--- config.mk ---
export PLATFORM = sky130hd
export DESIGN_NAME = rational_arithmetic_unit_top
export DESIGN_NICKNAME = d
export VERILOG_FILES = /design/src/hw/rtl/rau_pkg.sv /design/src/hw/rtl/rational_arithmetic_unit_top.sv
export SDC_FILE = /design/constraint.sdc
export NUM_CORES = 2
export LEC_CHECK = 0
export BUFFER_PORTS_ARGS = -buffer_cell sky130_fd_sc_hd__buf_2
export CAP_MARGIN = 15
export CORE_MARGIN = 2
export CORE_UTILIZATION = 25
export DETAILED_ROUTE_END_ITERATION = 7
export SLEW_MARGIN = 0
export SYNTH_ARGS = -nofsm -noshare
export SYNTH_HDL_FRONTEND = slang
export SYNTH_SLANG_ARGS = --single-unit
export TNS_END_PERCENT = 100
--- constraint.sdc ---
create_clock -name i_clk -period 23.9 [get_ports i_clk]
set_input_delay 1.195 -clock i_clk [delete_from_list [all_inputs] [get_ports i_clk]]
set_output_delay 1.195 -clock i_clk [all_outputs]
set_load 0.01 [all_outputs]
--- src/hw/rtl/rau_pkg.sv ---
// Package for the rational arithmetic unit: widths, action codes, request/result types.
package rau_pkg;

    localparam int OPW = 16;
    localparam int NW  = 2 * OPW;
    localparam int DW  = 2 * OPW - 1;

    localparam logic [2:0] ACT_ADD = 3'd0;
    localparam logic [2:0] ACT_SUB = 3'd1;
    localparam logic [2:0] ACT_MUL = 3'd2;
    localparam logic [2:0] ACT_DIV = 3'd3;
    localparam logic [2:0] ACT_CMP = 3'd4;

    typedef struct packed {
        logic [2:0]            action;
        logic signed [OPW-1:0] a_num;
        logic signed [OPW-1:0] a_den;
        logic signed [OPW-1:0] b_num;
        logic signed [OPW-1:0] b_den;
    } t_req;

    typedef struct packed {
        logic signed [NW:0] res_num;
        logic [DW-1:0]      res_den;
        logic               status;
        logic               is_less;
        logic               is_equal;
        logic               is_greater;
    } t_res;

endpackage

--- src/hw/rtl/rational_arithmetic_unit_top.sv ---
// Rational arithmetic unit: sequenced multiply, binary GCD and restoring divide.
//
// One request is accepted when start is high and busy is low; busy stays high
// until the result is shown on o_res for one cycle with o_valid. The receiver
// cannot stall. A request takes three products of the shared 16x16 multiplier,
// an add/compare step, then a binary GCD (one shift or subtract a cycle plus a
// closing step) and two restoring divisions for a nonzero result. Zero,
// compare, error and unused actions finish after the add/compare step.
module rational_arithmetic_unit_top
    import rau_pkg::*;
(
    input  logic i_clk,
    input  logic i_rst_n,
    input  logic start,
    input  t_req i_req,
    output logic busy,
    output logic o_valid,
    output t_res o_res
);

    localparam logic [2:0] S_IDLE = 3'd0;
    localparam logic [2:0] S_MUL  = 3'd1;
    localparam logic [2:0] S_ALU  = 3'd2;
    localparam logic [2:0] S_GCD  = 3'd3;
    localparam logic [2:0] S_DIVN = 3'd4;
    localparam logic [2:0] S_DIVD = 3'd5;

    localparam int KW = $clog2(NW + 1);
    localparam int CW = $clog2(NW);

    logic [2:0]     r_state;
    logic [2:0]     r_act;
    logic           r_err;
    logic [OPW-1:0] r_man, r_mad, r_mbn, r_mbd;
    logic           r_s0, r_s1, r_s2;
    logic [1:0]     r_mcnt;
    logic [NW-1:0]  r_p0, r_p1, r_p2;
    logic [NW-1:0]  r_nm, r_dm;
    logic           r_neg;
    logic [NW-1:0]  r_x, r_y;
    logic [KW-1:0]  r_k;
    logic [NW-1:0]  r_g;
    logic [NW-1:0]  r_dvd;
    logic [NW:0]    r_rem;
    logic [CW-1:0]  r_cnt;
    logic [NW-1:0]  r_qn;
    logic           r_valid;
    t_res           r_res;

    function automatic logic [OPW-1:0] f_mag(input logic [OPW-1:0] v);
        return v[OPW-1] ? (~v + OPW'(1)) : v;
    endfunction

    // shared multiplier
    logic [OPW-1:0] mul_a, mul_b;
    logic [NW-1:0]  mul_p;
    always_comb begin
        mul_a = r_man;
        mul_b = r_mbd;
        case (r_mcnt)
            2'd0: begin
                mul_a = r_man;
                mul_b = (r_act == ACT_MUL) ? r_mbn : r_mbd;
            end
            2'd1: begin
                mul_a = r_mbn;
                mul_b = r_mad;
            end
            default: begin
                mul_a = r_mad;
                mul_b = (r_act == ACT_DIV) ? r_mbn : r_mbd;
            end
        endcase
        mul_p = NW'(mul_a) * NW'(mul_b);
    end

    // add / compare step
    logic signed [NW:0] p_s, q_s, sum_s;
    logic [NW-1:0]      sum_m;
    logic               cmp_lt, cmp_gt;
    always_comb begin
        p_s   = r_s0 ? -$signed({1'b0, r_p0}) : $signed({1'b0, r_p0});
        q_s   = r_s1 ? -$signed({1'b0, r_p1}) : $signed({1'b0, r_p1});
        sum_s = (r_act == ACT_SUB) ? (p_s - q_s) : (p_s + q_s);
        sum_m = sum_s[NW] ? NW'(-sum_s) : NW'(sum_s);
        // denominator product sign flips the order
        cmp_lt = r_s2 ? (p_s > q_s) : (p_s < q_s);
        cmp_gt = r_s2 ? (p_s < q_s) : (p_s > q_s);
    end

    // restoring divider step
    logic [NW:0] rem_sh;
    logic        rem_ge;
    always_comb begin
        rem_sh = {r_rem[NW-1:0], r_dvd[NW-1]};
        rem_ge = rem_sh >= {1'b0, r_g};
    end

    logic [NW:0] qn_s;
    assign qn_s = r_neg ? -$signed({1'b0, r_qn}) : $signed({1'b0, r_qn});

    always_ff @(posedge i_clk) begin
        if (!i_rst_n) begin
            r_state <= S_IDLE;
            r_valid <= 1'b0;
            r_mcnt  <= '0;
        end else begin
            r_valid <= 1'b0;
            case (r_state)
                S_IDLE: begin
                    if (start) begin
                        r_act  <= i_req.action;
                        r_err  <= (i_req.action <= ACT_CMP)
                                  && (i_req.a_den == '0 || i_req.b_den == '0
                                      || (i_req.action == ACT_DIV && i_req.b_num == '0));
                        r_man  <= f_mag(i_req.a_num);
                        r_mad  <= f_mag(i_req.a_den);
                        r_mbn  <= f_mag(i_req.b_num);
                        r_mbd  <= f_mag(i_req.b_den);
                        r_s0   <= i_req.a_num[OPW-1] ^ ((i_req.action == ACT_MUL)
                                  ? i_req.b_num[OPW-1] : i_req.b_den[OPW-1]);
                        r_s1   <= i_req.b_num[OPW-1] ^ i_req.a_den[OPW-1];
                        r_s2   <= i_req.a_den[OPW-1] ^ ((i_req.action == ACT_DIV)
                                  ? i_req.b_num[OPW-1] : i_req.b_den[OPW-1]);
                        r_mcnt <= '0;
                        r_state <= S_MUL;
                    end
                end
                S_MUL: begin
                    case (r_mcnt)
                        2'd0:    r_p0 <= mul_p;
                        2'd1:    r_p1 <= mul_p;
                        default: r_p2 <= mul_p;
                    endcase
                    r_mcnt <= r_mcnt + 2'd1;
                    if (r_mcnt == 2'd2) begin
                        r_state <= S_ALU;
                    end
                end
                S_ALU: begin
                    r_dm <= r_p2;
                    if (r_act == ACT_ADD || r_act == ACT_SUB) begin
                        r_nm  <= sum_m;
                        r_x   <= sum_m;
                        r_neg <= sum_s[NW] ^ r_s2;
                    end else begin
                        r_nm  <= r_p0;
                        r_x   <= r_p0;
                        r_neg <= r_s0 ^ r_s2;
                    end
                    r_y <= r_p2;
                    r_k <= '0;
                    if (r_err || r_act > ACT_DIV
                            || ((r_act == ACT_ADD || r_act == ACT_SUB) && sum_m == '0)
                            || ((r_act == ACT_MUL || r_act == ACT_DIV) && r_p0 == '0)) begin
                        r_res.res_num    <= '0;
                        r_res.res_den    <= DW'(1);
                        r_res.status     <= r_err;
                        r_res.is_less    <= !r_err && r_act == ACT_CMP && cmp_lt;
                        r_res.is_greater <= !r_err && r_act == ACT_CMP && cmp_gt;
                        r_res.is_equal   <= !r_err && r_act == ACT_CMP && !cmp_lt && !cmp_gt;
                        r_valid <= 1'b1;
                        r_state <= S_IDLE;
                    end else begin
                        r_state <= S_GCD;
                    end
                end
                S_GCD: begin
                    // binary GCD, one step a cycle
                    if (r_x == '0 || r_y == '0) begin
                        r_g     <= ((r_x == '0) ? r_y : r_x) << r_k;
                        r_dvd   <= r_nm;
                        r_rem   <= '0;
                        r_cnt   <= CW'(NW - 1);
                        r_state <= S_DIVN;
                    end else if (!r_x[0] && !r_y[0]) begin
                        r_x <= r_x >> 1;
                        r_y <= r_y >> 1;
                        r_k <= r_k + KW'(1);
                    end else if (!r_x[0]) begin
                        r_x <= r_x >> 1;
                    end else if (!r_y[0]) begin
                        r_y <= r_y >> 1;
                    end else if (r_x >= r_y) begin
                        r_x <= r_x - r_y;
                    end else begin
                        r_y <= r_y - r_x;
                    end
                end
                S_DIVN, S_DIVD: begin
                    r_rem <= rem_ge ? (rem_sh - {1'b0, r_g}) : rem_sh;
                    r_dvd <= {r_dvd[NW-2:0], rem_ge};
                    r_cnt <= r_cnt - CW'(1);
                    if (r_cnt == '0) begin
                        if (r_state == S_DIVN) begin
                            r_qn    <= {r_dvd[NW-2:0], rem_ge};
                            r_dvd   <= r_dm;
                            r_rem   <= '0;
                            r_cnt   <= CW'(NW - 1);
                            r_state <= S_DIVD;
                        end else begin
                            r_res.res_num    <= qn_s;
                            r_res.res_den    <= DW'({r_dvd[NW-2:0], rem_ge});
                            r_res.status     <= 1'b0;
                            r_res.is_less    <= 1'b0;
                            r_res.is_equal   <= 1'b0;
                            r_res.is_greater <= 1'b0;
                            r_valid <= 1'b1;
                            r_state <= S_IDLE;
                        end
                    end
                end
                default: r_state <= S_IDLE;
            endcase
        end
    end

    assign busy    = (r_state != S_IDLE);
    assign o_valid = r_valid;
    assign o_res   = r_res;

`ifndef NO_ASSERTIONS
    a_valid_single: assert property (@(posedge i_clk) disable iff (!i_rst_n)
        o_valid |=> !o_valid) else $error("result strobe longer than one cycle");
    a_valid_idle: assert property (@(posedge i_clk) disable iff (!i_rst_n)
        o_valid |-> !busy) else $error("result shown while busy");
    a_err_zero: assert property (@(posedge i_clk) disable iff (!i_rst_n)
        (o_valid && o_res.status) |-> (o_res.res_num == '0 && o_res.res_den == DW'(1)))
        else $error("error result not 0/1");
    a_den_pos: assert property (@(posedge i_clk) disable iff (!i_rst_n)
        o_valid |-> (o_res.res_den != '0)) else $error("zero denominator");
    a_flags: assert property (@(posedge i_clk) disable iff (!i_rst_n)
        o_valid |-> $countones({o_res.is_less, o_res.is_equal, o_res.is_greater}) <= 1)
        else $error("more than one compare flag");
`endif

endmodule

==> impl_metrics.yaml <==
clock_tree:
  cts_max_path_buffers: 3
  hold_buffers: 0
  htreeDepth: 2
  tritoncts: "done"
  cts_setup_buffers: 0
  cts_resized: 0
  cts_root_buffer: "clkbuf_16"
  clk_pin_slew_ns: 0.07
  numCtsBuffers: 55
  clk_latency_ns: 0.65
  cts_sinks: 509
logic_synthesis:
  ys_ff_latch: 509
  synth_top_area_frac: 0.346
  synth.net_count: 5247
  synth-edff-count: 503
  yosysSeqAreaShare: 0.349
  syn-mean-instance-area_um2: 9.29
  ys_warn_count: 0
  synth_area_um2: 43600
  yosys-top-cells-area: "edfxtp_1 35%, fa_1 9.1%, ha_1 8.1%"
  synth.largest_area_cell: "edfxtp_1"
  yosysUniqueCellTypes: 101
  synth-main-ff-cell: "edfxtp_1"
  synthArstFlopShare: 0
  syn_inst: 4697
placement:
  place.gp.congestion: 0.954
  io_buffers: 139
  dpl.hpwl_um: 110000
  postPlaceCellArea_um2: 46800
outcome:
  status: "complete, no violations"
critical_path:
  startpoint: "r_act[2]$_DFFE_PP_"
  critPathCaptureType: "flop"
  reg2reg_setup_slack_ns: 14.50
  crit_path_start_kind: "flop"
  crit_family: "compound AO/OA/AOI/OAI gates"
  criticalPathCategory: "reg -> reg"
  crit_path_frequent_cell: "fa_1"
  crit_fanout: 16
  reg2reg_to: "r_p2[31]$_DFFE_PP_"
  worst-path-buf-inv: 4
  reg2reg_depth: 27
  r2r-start: "r_act[2]$_DFFE_PP_"
  critical_path_arrival_ns: 9.81
  cp.required_ns: 24.31
  slowest_stage: "nand3b_1"
  cp_slowest_stage_delay_ns: 0.88
route:
  drt_first_pass_iters: 6
  wl_per_cell_um: 19.6
  met3_wirelength_um: 11100
  drc: 0
  routed-wl-met2_um: 62300
  antenna_left: 0
  routed_via_density: 4.99
  met1_length_um: 61700
  dr.first_iter.drc_count: 3665
  wl_um: 139000
  highest_layer: "met5"
  vias: 35400
timing:
  hold_violations: 0
  maxSlewHeadroom: 0.180
  period_minus_slack_ns: 9.40
  worstMarginPinSlew_ns: 1.23
  setup_viol: 0
  finalClockSkew_ns: 0.0426
  slew_violations: 0
  period_share: 0.393
  fmax_mhz: 106
  totalNegativeSetupSlack_ns: 0
  timing.hold.ws_ns: 0.450
  rsz0062_at_grt: "false"
hold_path:
  hold_start: "r_p2[27]$_DFFE_PP_"
  holdPathStages: 0
  min_to: "r_dm[27]$_DFFE_PP_"
  hold_class: "reg -> reg"
floorplanning:
  start_util: 0.251
  die-area_um2: 178000
  die_w_um: 422
  row_count: 153
  ios: 140
  core_um2: 174000
  fp.dieH_um: 422
grt:
  grt_pass1_wl_um: 209000
  grt_pass1_vias: 33900
  grt_start_max_net_pins: 99
  grt_antenna_before_repair: 11
  grt-ovfl-total: 0
  grt_usage: 0.150
run:
  cap_violations: 0
final_layout:
  fin_nets: 5263
  final_cell_area_um2: 48600
  drive_gt1_frac: 0.0782
  synthToLayoutAreaGrowth_pct: 11.4
  fin_util: 0.280
  fillers: 18300
[cells by family (layout without fill, tap and decap cells)]
kind of cell	after synthesis	after routing	synth area share
adder cells (fa/ha/maj)	480	480	0.172
AND/OR/NAND/NOR	1457	1457	0.157
multiplexers	160	160	0.0386
other	0	2	0
buffers and inverters	703	762	0.0612
flip-flops	509	509	0.349
XOR/XNOR	303	303	0.0608
AO/OA/AOI/OAI	1085	1085	0.162
[cell type report]
cell class	count	area, um2	area share
Antenna cell	2	5.00	0.000103
Timing Repair Buffer	186	1050	0.0216
Inverter	476	1790	0.0368
Sequential cell	509	15200	0.313
Clock buffer	66	1460	0.0300
Clock inverter	34	303	0.00623
Tap cell	2325	2910	0.0599
Multi-Input combinational cell	3485	25900	0.532
[synth_stat cells (all sizes together) (14+ instances only)]
cell type / count
clkbuf: 197
xor2: 101
o21bai: 29
o21a: 30
or3: 28
a21boi: 14
nor3: 60
nand4: 45
a21o: 87
buf: 30
mux2i: 129
or2: 17
o31a: 17
nor4: 51
a221oi: 31
or4: 31
o211ai: 15
nor2b: 34
nor3b: 14
fa: 199
a211o: 18
nand3: 70
a22o: 15
o31ai: 59
ha: 281
and3: 18
o41ai: 22
edfxtp: 503
nor2: 478
mux2: 27
xnor2: 202
a21oi: 325
and2: 78
nand2b: 52
a31oi: 25
inv: 475
o21ai: 242
a211oi: 50
nand2: 450
[per-layer routing]
layer,track usage,up-vias
li1,-,16600
met3,0.0268,223
met2,0.240,1377
met4,0.0381,6
met1,0.209,17200
met5,0,-
[cells in the final DEF (no fill, tap or decap), types with 33 or more instances in the layout]
cell       Yosys  routed
nand4_1       45      45
a21oi_1      325     323
nor2b_1       34      33
xnor2_1      202     202
o21ai_0      239     239
a21o_1        87      87
buf_4          2      47
xor2_1       101     101
o31ai_1       58      58
nand2_1      450     448
edfxtp_1     503     503
nor3_1        60      59
and2_1        77      76
nor4_1        48      47
ha_1         281     281
nand2b_1      52      50
clkbuf_16      0      55
nand3_1       70      70
nor2_1       477     471
fa_1         199     199
inv_1        475     475
mux2i_1      129     129
a211oi_1      48      47
buf_2         11     139
[worst max path at each step]
stage | endpoint | slack [ns] | cells past startpoint
2_1_floorplan | r_p0[31]$_DFFE_PP_ | 15.90 | 30
3_3_place_gp | r_p0[31]$_DFFE_PP_ | 14.75 | 27
3_5_place_dp | r_p0[31]$_DFFE_PP_ | 14.62 | 27
4_1_cts | r_p2[31]$_DFFE_PP_ | 14.60 | 27
5_1_grt | r_p0[31]$_DFFE_PP_ | 13.93 | 27
6_report | r_p2[31]$_DFFE_PP_ | 14.50 | 27
[sequential cells by signal (all words and copies together) (netlist names), 2 cells and up]
| name | flops |
|---|---|
| r_p1 | 32 |
| r_x | 32 |
| r_qn | 32 |
| r_k | 6 |
| r_state | 3 |
| r_rem | 32 |
| r_mbn | 16 |
| r_p0 | 32 |
| r_mad | 16 |
| r_act | 3 |
| r_nm | 32 |
| r_g | 32 |
| r_dvd | 32 |
| o_res | 68 |
| r_man | 16 |
| r_cnt | 5 |
| r_p2 | 32 |
| r_dm | 32 |
| r_mbd | 16 |
| r_mcnt | 2 |
| r_y | 32 |
[stage by stage]
stage / worst slack, ns / instances
final: 14.50 / 7083
after global routing: 13.93 / 7081
after CTS: 14.60 / 7081
after detailed placement: 14.62 / 6981
after global placement: 14.75 / 6981
after floorplan: 15.90 / 4697
Power is left out: the tool's default activity adds up to more than one toggle a clock period on the data nets, which glitch-free logic cannot reach.
